## config.mk

```make
export PLATFORM = sky130hd
export DESIGN_NAME = paged_shelf_rect_allocator_top
export DESIGN_NICKNAME = d
export VERILOG_FILES = /design/src/rtl/psra_pkg.sv /design/src/rtl/paged_shelf_rect_allocator_top.sv /design/src/rtl/psra_front.sv /design/src/rtl/psra_back.sv
export SDC_FILE = /design/constraint.sdc
export NUM_CORES = 1
export LEC_CHECK = 0
export BUFFER_PORTS_ARGS = -buffer_cell sky130_fd_sc_hd__buf_2
export CAP_MARGIN = 30
export CORE_ASPECT_RATIO = 0.7
export CORE_MARGIN = 4
export CORE_UTILIZATION = 40
export DETAILED_ROUTE_END_ITERATION = 10
export HOLD_SLACK_MARGIN = 0.06
export RECOVER_POWER = 100
export SYNTH_ARGS = -nofsm -noshare
export SYNTH_HDL_FRONTEND = slang
export SYNTH_HIERARCHICAL = 1
export SYNTH_SLANG_ARGS = --single-unit
```

## constraint.sdc

```tcl
create_clock -name clk -period 17 [get_ports clk]
set_clock_uncertainty 0.2 [all_clocks]
set_input_delay 3.4 -clock clk [delete_from_list [all_inputs] [get_ports clk]]
set_output_delay 3.4 -clock clk [all_outputs]
set_load 0.005 [all_outputs]
```

## src/rtl/psra_pkg.sv

```systemverilog
// Shared types and constants for the paged shelf rectangle allocator.
// Used by psra_front, psra_back and paged_shelf_rect_allocator_top; no dependencies.
package psra_pkg;

	// fixed field widths of the stream words
	localparam int RECT_W = 11;
	localparam int POS_W  = 11;
	localparam int PAGE_W = 2;

	// entries in the queue between front and back
	localparam int QDEPTH = 2;

	// command classes decided by the front
	typedef enum logic [1:0] {
		OP_ALLOC,
		OP_ZERO,
		OP_FLUSH
	} psra_op_t;

	// one queued command
	typedef struct packed {
		psra_op_t            op;
		logic [RECT_W-1:0]   w;
		logic [RECT_W-1:0]   h;
	} cmd_t;

	// one result word
	typedef struct packed {
		logic                kind;
		logic                ok;
		logic [PAGE_W-1:0]   page;
		logic [POS_W-1:0]    pos_x;
		logic [POS_W-1:0]    pos_y;
		logic [POS_W-1:0]    box_width;
		logic [POS_W-1:0]    box_height;
		logic                was_cleared;
		logic                last;
	} res_t;

	// back-end sequencer states
	typedef enum logic [1:0] {
		ST_IDLE,
		ST_TRY,
		ST_PLACE,
		ST_FLUSH
	} back_state_t;

endpackage

```

## src/rtl/paged_shelf_rect_allocator_top.sv

```systemverilog
// Paged shelf rectangle allocator: top level with stream ports.
// Depends on psra_pkg, psra_front and psra_back.
// Sequence: an allocation passes ST_IDLE, ST_TRY and ST_PLACE to the output register,
// retrying in ST_TRY when a new page opens; a zero-size command skips ST_TRY; a flush
// walks the open pages in ST_FLUSH. A full clear walks them, then retries; throughput is set
// by the back-end sequencer, which runs one command at a time; a 2-word queue decouples input.
// Reset: cursors, shelves, dirty marks and current page cleared, one page open;
// dirty box bounds are not reset and are only read once marked.
module paged_shelf_rect_allocator_top #(
	parameter int ATLAS_WIDTH  = 1024,
	parameter int ATLAS_HEIGHT = 1024,
	parameter int GUTTER       = 1,
	parameter int MAX_PAGES    = 4
) (
	input  logic        clk,
	input  logic        arst_n,
	input  logic        s_tvalid,
	output logic        s_tready,
	input  logic [23:0] s_tdata,   // rect_width[10:0], rect_height[21:11], zero fill
	input  logic        s_tuser,   // mode
	output logic        m_tvalid,
	input  logic        m_tready,
	output logic [47:0] m_tdata,   // ok, page, pos_x, pos_y, box_width, box_height, was_cleared
	output logic        m_tuser,   // kind
	output logic        m_tlast    // last
);
	import psra_pkg::*;

	logic cmd_valid;
	cmd_t cmd;
	logic cmd_pop;
	res_t res;

	// accept and classify
	psra_front u_front (
		.clk         (clk),
		.arst_n      (arst_n),
		.in_valid    (s_tvalid),
		.in_ready    (s_tready),
		.mode        (s_tuser),
		.rect_width  (s_tdata[10:0]),
		.rect_height (s_tdata[21:11]),
		.cmd_valid   (cmd_valid),
		.cmd         (cmd),
		.cmd_pop     (cmd_pop)
	);

	// packing sequencer
	psra_back #(
		.ATLAS_WIDTH  (ATLAS_WIDTH),
		.ATLAS_HEIGHT (ATLAS_HEIGHT),
		.GUTTER       (GUTTER),
		.MAX_PAGES    (MAX_PAGES)
	) u_back (
		.clk       (clk),
		.arst_n    (arst_n),
		.cmd_valid (cmd_valid),
		.cmd       (cmd),
		.cmd_pop   (cmd_pop),
		.out_valid (m_tvalid),
		.out_word  (res),
		.out_ready (m_tready)
	);

	// output word packing, lowest field first
	assign m_tdata = {res.was_cleared, res.box_height, res.box_width,
	                  res.pos_y, res.pos_x, res.page, res.ok};
	assign m_tuser = res.kind;
	assign m_tlast = res.last;

	// a placement answer always closes its input and carries no box size
	a_place_last: assert property (@(posedge clk) disable iff (!arst_n)
		(m_tvalid && !m_tuser) |-> (m_tlast && m_tdata[46:25] == '0))
		else $error("placement word without last or with box size");

	// dirty boxes are always ok and never flag a clear
	a_box_flags: assert property (@(posedge clk) disable iff (!arst_n)
		(m_tvalid && m_tuser) |-> (m_tdata[0] && !m_tdata[47]))
		else $error("dirty box word with bad flags");

	// a failed placement only follows a full clear and sits at the origin
	a_fail_clear: assert property (@(posedge clk) disable iff (!arst_n)
		(m_tvalid && !m_tuser && !m_tdata[0]) |-> (m_tdata[47] && m_tdata[24:3] == '0))
		else $error("failed placement without clear or off origin");

	// the sequencer never pops the queue while the front has no command queued
	a_pop_valid: assert property (@(posedge clk) disable iff (!arst_n)
		cmd_pop |-> cmd_valid)
		else $error("queue popped while empty");

endmodule

```

## src/rtl/psra_front.sv

```systemverilog
// Front end: accepts input words, classifies them and queues the commands.
// Depends on psra_pkg.
module psra_front (
	input  logic                       clk,
	input  logic                       arst_n,
	input  logic                       in_valid,
	output logic                       in_ready,
	input  logic                       mode,
	input  logic [psra_pkg::RECT_W-1:0] rect_width,
	input  logic [psra_pkg::RECT_W-1:0] rect_height,
	output logic                       cmd_valid,
	output psra_pkg::cmd_t             cmd,
	input  logic                       cmd_pop
);
	import psra_pkg::*;

	localparam int CNT_W = $clog2(QDEPTH + 1);
	localparam int PTR_W = (QDEPTH > 1) ? $clog2(QDEPTH) : 1;

	cmd_t             mem_q [QDEPTH];
	logic [CNT_W-1:0] count_q;
	logic [PTR_W-1:0] wr_q;
	logic [PTR_W-1:0] rd_q;
	cmd_t             cls;
	logic             push;

	// classify the incoming word
	always_comb begin
		cls.w  = rect_width;
		cls.h  = rect_height;
		if (mode) begin
			cls.op = OP_FLUSH;
		end else if (rect_width == '0 || rect_height == '0) begin
			cls.op = OP_ZERO;
		end else begin
			cls.op = OP_ALLOC;
		end
	end

	assign in_ready  = (count_q != CNT_W'(QDEPTH));
	assign push      = in_valid && in_ready;
	assign cmd_valid = (count_q != '0);
	assign cmd       = mem_q[rd_q];

	// queue storage, no reset needed
	always_ff @(posedge clk) begin
		if (push) begin
			mem_q[wr_q] <= cls;
		end
	end

	// queue pointers and fill count
	always_ff @(posedge clk or negedge arst_n) begin
		if (!arst_n) begin
			count_q <= '0;
			wr_q    <= '0;
			rd_q    <= '0;
		end else begin
			if (push) begin
				wr_q <= (wr_q == PTR_W'(QDEPTH - 1)) ? '0 : wr_q + 1'b1;
			end
			if (cmd_pop) begin
				rd_q <= (rd_q == PTR_W'(QDEPTH - 1)) ? '0 : rd_q + 1'b1;
			end
			if (push && !cmd_pop) begin
				count_q <= count_q + 1'b1;
			end else if (!push && cmd_pop) begin
				count_q <= count_q - 1'b1;
			end
		end
	end

endmodule

```

## src/rtl/psra_back.sv

```systemverilog
// Back end: shelf packing sequencer, per-page state, dirty walk and output register.
// Depends on psra_pkg.
module psra_back #(
	parameter int ATLAS_WIDTH  = 1024,
	parameter int ATLAS_HEIGHT = 1024,
	parameter int GUTTER       = 1,
	parameter int MAX_PAGES    = 4
) (
	input  logic           clk,
	input  logic           arst_n,
	input  logic           cmd_valid,
	input  psra_pkg::cmd_t cmd,
	output logic           cmd_pop,
	output logic           out_valid,
	output psra_pkg::res_t out_word,
	input  logic           out_ready
);
	import psra_pkg::*;

	localparam int AMAX = (ATLAS_WIDTH > ATLAS_HEIGHT) ? ATLAS_WIDTH : ATLAS_HEIGHT;
	localparam int SW   = $clog2(AMAX + 1);
	localparam int CW   = $clog2(2 * AMAX + (1 << RECT_W) + GUTTER + 1);
	localparam int PW   = (MAX_PAGES > 1) ? $clog2(MAX_PAGES) : 1;
	localparam int OW   = $clog2(MAX_PAGES + 1);

	// per-page packing state
	logic [SW-1:0]        cursor_x_q [MAX_PAGES];
	logic [SW-1:0]        cursor_y_q [MAX_PAGES];
	logic [SW-1:0]        shelf_q    [MAX_PAGES];
	logic [MAX_PAGES-1:0] dirty_q;
	logic [SW-1:0]        dl_q [MAX_PAGES];
	logic [SW-1:0]        dt_q [MAX_PAGES];
	logic [SW-1:0]        dr_q [MAX_PAGES];
	logic [SW-1:0]        db_q [MAX_PAGES];

	// global and sequencer state
	back_state_t   state_q, state_d;
	cmd_t          cmd_q;
	logic [PW-1:0] cur_q;
	logic [OW-1:0] open_q;
	logic [OW-1:0] fp_q;
	logic          ok_q;
	logic          cleared_q;
	logic          opened_q;
	logic [SW-1:0] x_q;
	logic [SW-1:0] y_q;
	logic          out_valid_q;
	res_t          out_q;

	// decisions
	logic          out_free;
	logic          try_ok, try_fail, try_open, start_clr;
	logic          emit_place, emit_box, walk_step, walk_done;
	logic          do_mark, more_dirty;
	logic [PW-1:0] fp_idx, open_idx;

	// try_place datapath
	logic [CW-1:0] aw, ah, cx, cy, rh, ncx, ncy, nrh;
	logic          wrap, fits;

	// dirty box bounds of the placement
	logic [SW-1:0] x1, y1;

	assign out_free  = !out_valid_q || out_ready;
	assign fp_idx    = fp_q[PW-1:0];
	assign open_idx  = open_q[PW-1:0];
	assign out_valid = out_valid_q;
	assign out_word  = out_q;

	// shelf fit test on the current page
	always_comb begin
		aw   = CW'(cmd_q.w) + CW'(GUTTER);
		ah   = CW'(cmd_q.h) + CW'(GUTTER);
		cx   = CW'(cursor_x_q[cur_q]);
		cy   = CW'(cursor_y_q[cur_q]);
		rh   = CW'(shelf_q[cur_q]);
		wrap = (cx + aw) > CW'(ATLAS_WIDTH);
		ncx  = wrap ? '0 : cx;
		ncy  = wrap ? cy + rh : cy;
		nrh  = wrap ? '0 : rh;
		fits = (aw <= CW'(ATLAS_WIDTH)) && (ah <= CW'(ATLAS_HEIGHT)) &&
		       ((ncy + ah) <= CW'(ATLAS_HEIGHT));
	end

	assign x1 = SW'(CW'(x_q) + CW'(cmd_q.w));
	assign y1 = SW'(CW'(y_q) + CW'(cmd_q.h));

	// any dirty open page after the walk index
	always_comb begin
		more_dirty = 1'b0;
		for (int i = 0; i < MAX_PAGES; i++) begin
			if (dirty_q[i] && (OW'(i) > fp_q) && (OW'(i) < open_q)) begin
				more_dirty = 1'b1;
			end
		end
	end

	// next state and step decisions
	always_comb begin
		state_d    = state_q;
		cmd_pop    = 1'b0;
		try_ok     = 1'b0;
		try_fail   = 1'b0;
		try_open   = 1'b0;
		start_clr  = 1'b0;
		emit_place = 1'b0;
		emit_box   = 1'b0;
		walk_step  = 1'b0;
		walk_done  = 1'b0;
		case (state_q)
			ST_IDLE: begin
				if (cmd_valid) begin
					cmd_pop = 1'b1;
					case (cmd.op)
						OP_FLUSH: state_d = ST_FLUSH;
						OP_ZERO:  state_d = ST_PLACE;
						default:  state_d = ST_TRY;
					endcase
				end
			end
			ST_TRY: begin
				if (fits) begin
					try_ok  = 1'b1;
					state_d = ST_PLACE;
				end else if (cleared_q) begin
					try_fail = 1'b1;
					state_d  = ST_PLACE;
				end else if (!opened_q && (open_q < OW'(MAX_PAGES))) begin
					try_open = 1'b1;
				end else begin
					start_clr = 1'b1;
					state_d   = ST_FLUSH;
				end
			end
			ST_PLACE: begin
				if (out_free) begin
					emit_place = 1'b1;
					state_d    = ST_IDLE;
				end
			end
			ST_FLUSH: begin
				if (fp_q == open_q) begin
					walk_done = 1'b1;
					state_d   = (cmd_q.op == OP_FLUSH) ? ST_IDLE : ST_TRY;
				end else if (!dirty_q[fp_idx]) begin
					walk_step = 1'b1;
				end else if (out_free) begin
					walk_step = 1'b1;
					emit_box  = 1'b1;
				end
			end
			default: state_d = ST_IDLE;
		endcase
	end

	assign do_mark = emit_place && ok_q && (cmd_q.op == OP_ALLOC);

	// sequencer registers
	always_ff @(posedge clk or negedge arst_n) begin
		if (!arst_n) begin
			state_q   <= ST_IDLE;
			fp_q      <= '0;
			ok_q      <= 1'b0;
			cleared_q <= 1'b0;
			opened_q  <= 1'b0;
		end else begin
			state_q <= state_d;
			if (cmd_pop) begin
				fp_q      <= '0;
				ok_q      <= (cmd.op == OP_ZERO);
				cleared_q <= 1'b0;
				opened_q  <= 1'b0;
			end
			if (try_ok) begin
				ok_q <= 1'b1;
			end
			if (try_fail) begin
				ok_q <= 1'b0;
			end
			if (try_open) begin
				opened_q <= 1'b1;
			end
			if (start_clr) begin
				fp_q <= '0;
			end
			if (walk_step) begin
				fp_q <= fp_q + 1'b1;
			end
			if (walk_done && (cmd_q.op != OP_FLUSH)) begin
				cleared_q <= 1'b1;
			end
		end
	end

	// command and placement holding registers
	always_ff @(posedge clk) begin
		if (cmd_pop) begin
			cmd_q <= cmd;
			x_q   <= '0;
			y_q   <= '0;
		end
		if (try_ok) begin
			x_q <= SW'(ncx);
			y_q <= SW'(ncy);
		end
	end

	// page packing state and dirty marks
	always_ff @(posedge clk or negedge arst_n) begin
		if (!arst_n) begin
			for (int i = 0; i < MAX_PAGES; i++) begin
				cursor_x_q[i] <= '0;
				cursor_y_q[i] <= '0;
				shelf_q[i]    <= '0;
			end
			dirty_q <= '0;
			cur_q   <= '0;
			open_q  <= OW'(1);
		end else begin
			if (try_ok) begin
				cursor_x_q[cur_q] <= SW'(ncx + aw);
				cursor_y_q[cur_q] <= SW'(ncy);
				shelf_q[cur_q]    <= SW'((ah > nrh) ? ah : nrh);
			end
			if (try_open) begin
				cursor_x_q[open_idx] <= '0;
				cursor_y_q[open_idx] <= '0;
				shelf_q[open_idx]    <= '0;
				dirty_q[open_idx]    <= 1'b0;
				cur_q                <= open_idx;
				open_q               <= open_q + 1'b1;
			end
			if (emit_box) begin
				dirty_q[fp_idx] <= 1'b0;
			end
			if (do_mark) begin
				dirty_q[cur_q] <= 1'b1;
			end
			// full clear after the pending boxes went out
			if (walk_done && (cmd_q.op != OP_FLUSH)) begin
				for (int i = 0; i < MAX_PAGES; i++) begin
					cursor_x_q[i] <= '0;
					cursor_y_q[i] <= '0;
					shelf_q[i]    <= '0;
				end
				dirty_q <= '0;
				cur_q   <= '0;
				open_q  <= OW'(1);
			end
		end
	end

	// dirty bounding boxes, first mark loads, later marks widen
	always_ff @(posedge clk) begin
		if (do_mark) begin
			if (!dirty_q[cur_q]) begin
				dl_q[cur_q] <= x_q;
				dt_q[cur_q] <= y_q;
				dr_q[cur_q] <= x1;
				db_q[cur_q] <= y1;
			end else begin
				if (x_q < dl_q[cur_q]) dl_q[cur_q] <= x_q;
				if (y_q < dt_q[cur_q]) dt_q[cur_q] <= y_q;
				if (x1 > dr_q[cur_q])  dr_q[cur_q] <= x1;
				if (y1 > db_q[cur_q])  db_q[cur_q] <= y1;
			end
		end
	end

	// output word valid
	always_ff @(posedge clk or negedge arst_n) begin
		if (!arst_n) begin
			out_valid_q <= 1'b0;
		end else if (emit_place || emit_box) begin
			out_valid_q <= 1'b1;
		end else if (out_ready) begin
			out_valid_q <= 1'b0;
		end
	end

	// output word payload
	always_ff @(posedge clk) begin
		if (emit_place) begin
			out_q.kind        <= 1'b0;
			out_q.ok          <= ok_q;
			out_q.page        <= PAGE_W'(cur_q);
			out_q.pos_x       <= ok_q ? POS_W'(x_q) : '0;
			out_q.pos_y       <= ok_q ? POS_W'(y_q) : '0;
			out_q.box_width   <= '0;
			out_q.box_height  <= '0;
			out_q.was_cleared <= cleared_q;
			out_q.last        <= 1'b1;
		end else if (emit_box) begin
			out_q.kind        <= 1'b1;
			out_q.ok          <= 1'b1;
			out_q.page        <= PAGE_W'(fp_idx);
			out_q.pos_x       <= POS_W'(dl_q[fp_idx]);
			out_q.pos_y       <= POS_W'(dt_q[fp_idx]);
			out_q.box_width   <= POS_W'(dr_q[fp_idx] - dl_q[fp_idx]);
			out_q.box_height  <= POS_W'(db_q[fp_idx] - dt_q[fp_idx]);
			out_q.was_cleared <= 1'b0;
			out_q.last        <= (cmd_q.op == OP_FLUSH) && !more_dirty;
		end
	end

endmodule
```

==> run metrics <==
buffer count from post-CTS setup fixing=0; unrepaired setup endpoints after global routing=false; top_reg_cell synth=edfxtp_1; Mapped Cells=2068; mean post-synth cell area=12.6 µm²; crit path kind=flop to flop; CP max stage cell=clkbuf_1; Resize count post-CTS=0; Rows=77; Leak Pwr=between 10 and 15 nW; Worst slew margin=-227%; Nets=2324; largest net degree at the start of global routing=slightly below 90; Synth-to-Final Area Change=9.48%; remaining routing DRC violations=0; Max clock buf depth=3; Net Sw Frac=a little over two fifths; Setup Viol. Count Final=0; Die ar.=roughly 0.069 mm²; Synth async-reset ratio=32.5%; final setup margin=4.03 ns; Num CTS Buffers=45; Worst-Margin Slew=between 4 and 5 ns; Detailed Route WL=69200 µm; Inserted Diodes=0; Ys Warns=6; DRT iter0 DRCs=1797; CP max stage delay=1.99 ns; most frequent cells in the layout=edfxtp_1 (296), nor2_1 (211), dfrtp_1 (151), ha_1 (148), inv_1 (137); TritonCTS clock tree=done; syn nets=2253; Starting Density=40.8%; Buffers on Ports=78; Post-CTS Hold Buffers=0; Post-DP Area=0.0274 mm²; Slew Viols, Final=between 300 and 400; Die X=between 300 and 400 µm; setup_tns=0 ns; global-route wire length before repair=about 110000 µm; die height=221 µm; Highest Signal Layer=met4; Power Density=205 mW/mm²; total gr overflow=0; FMAX=77.1 MHz; DRT antenna net count=0; Clock transition at path regs=0.07 ns; Top delay family on crit path=buffers and inverters; vias in the first global route=~17000; WL met1=33700 µm; vias per cell=about 5.7; layout cells sized above 1=12.3%; initial antenna violation count=1; Clock Tree Root=clkbuf_16; worst min path class=flop to flop; crit start category=flop; fin crit period=around 13 ns; WL per Instance=22.7 µm; CP required=17.20 ns; CP Data Arrival Time=about 13 ns; switching power total=approximately 0.0025 W; synthesized flop and latch total=474; core area=approximately 0.064 mm²; gpl congestion=0.861; mapped cell area=about 0.026 mm²; met3 WL post-DR=5950 µm; final hold vios=0; CTS sink count=between 400 and 500; routed wl met2=28500 µm; drt first pass iters=5; clock share of power=between 10% and 20%; Final Cell Area=between 0.02 and 0.03 mm²; sequential power share=33.0%; Setup WS pre-CTS=around 6.6 ns; status=complete, but fails checks; total internal power=between 0.003 and 0.004 W; Final HPWL DP=47900 µm; DR vias=17300; number of enable-type register cells in the synthesized netlist=between 200 and 300; commonest non-fill, non-tap cell in the layout=edfxtp_1; crit path max fanout=33; GRT Overall Usage=19.7%; proportion of power drawn by combinational gates=50.4%; max-cap viol count=8; VDD IR-drop max=0.0000732 V; fin crit share=between 70% and 80%; Seq/Total Area, Yosys=50.9%; Worst-Skew Late Latency=0.58 ns; cell mode on critical path=buf_4; # IOs=81; H-tree depth=2; worst path bufs/invs=6; Distinct cells, synth=81; violated checks=capacitance limit, slew limit; CP endpoint kind=flop
-- synthesized netlist by cell type (50+ instances only) --
cell type  number  share of area (%)
o21ai_0        84                1.6
mux2i_1        50                1.9
mux4_2        122                 11
a21oi_1        65                1.3
xnor2_1        67                2.3
a21o_1         52                1.5
edfxtp_1      296                 34
nand2_1        89                1.3
nor2_1        213                3.1
a211oi_1       80                2.3
dfrtp_1       153                 15
nand3_1        56                1.1
ha_1          148                7.1
inv_1         137                2.0
-- layout make-up --
type,count,area [µm²]
repair buffers,121,587
fillers,5855,35300
clock inverters,21,149
well taps,869,1090
inverters,137,514
multi-input cells,1360,11700
flip-flops and latches,474,13200
clock buffers,60,1230
-- power by group through the flow --
stage,clock network [W],logic (W),registers [W]
after CTS,0.000992,0.00296,0.00193
after global placement,0,0.00287,0.00193
final,0.000970,0.00294,0.00193
after global routing,0.00104,0.00324,0.00197
after floorplan,0,0.00217,0.00181
after detailed placement,0,0.00294,0.00195
-- path summary, 6_finish.rpt --
kind | startpoint | end | slack [ns] | cells after the start
max in group asynchronous | arst_n | u_back/shelf_q[32]$_DFF_PN0_ | 6.96 | 2
worst max register to register | u_back/cur_q[0]$_DFFE_PN0P_ | u_back/cursor_y_q[30]$_DFF_PN0_ | 4.03 | 30
worst max-delay path | u_back/cur_q[0]$_DFFE_PN0P_ | u_back/cursor_y_q[30]$_DFF_PN0_ | 4.03 | 30
min in group asynchronous | arst_n | u_back/cursor_x_q[25]$_DFF_PN0_ | 4.37 | 1
worst min-delay path | u_back/out_word[17]$_SDFFE_PP0P_ | u_back/out_word[17]$_SDFFE_PP0P_ | 0.27 | 2
worst min register to register | u_back/out_word[17]$_SDFFE_PP0P_ | u_back/out_word[17]$_SDFFE_PP0P_ | 0.27 | 2
-- worst min-delay path, stage by stage, from the launching register on --
cell	delay, ns
dfxtp_1	0.31
nand3_1	0.05
o21ai_0	0.06
-- flip-flops by register name, indices dropped and copies added (netlist names), 24 cells and up --
name and count:
u_back/dr_q 44, u_back/db_q 44, u_back/cmd_q 24, u_back/cursor_x_q 44, u_back/dl_q 44, u_front/mem_q 48, u_back/cursor_y_q 44, u_back/dt_q 44
u_back/out_word 50, u_back/shelf_q 44
-- through the flow --
step | utilization [%] | std cells | power, W | hold slack, ns
after floorplan | - | 2068 | 0.00397 | 0.256
after global placement | 42.8 | 2955 | 0.00480 | 0.252
after detailed placement | 42.9 | 2960 | 0.00488 | 0.261
final | 44.6 | 3042 | 0.00584 | 0.272
after global routing | 44.6 | 3042 | 0.00624 | 0.296
after CTS | 45.1 | 3041 | 0.00588 | 0.274
-- kinds of logic after synthesis --
logic type / after synthesis / synth area share [%]
fa+ha+maj: 156 / 7.74
flops: 474 / 50.9
compound gates: 411 / 11.1
simple gates: 495 / 9.02
buf+inv: 234 / 3.96
xor+xnor: 92 / 3.10
mux: 206 / 14.2
-- layer usage --
metal / track usage, % / vias up
li1: - / 7853
met1: 31.2 / 8740
met2: 27.8 / 606
met3: 4.59 / 86
met4: 3.34 / 0
met5: 0 / -
No activity file was read; power rests on OpenSTA's default activity.
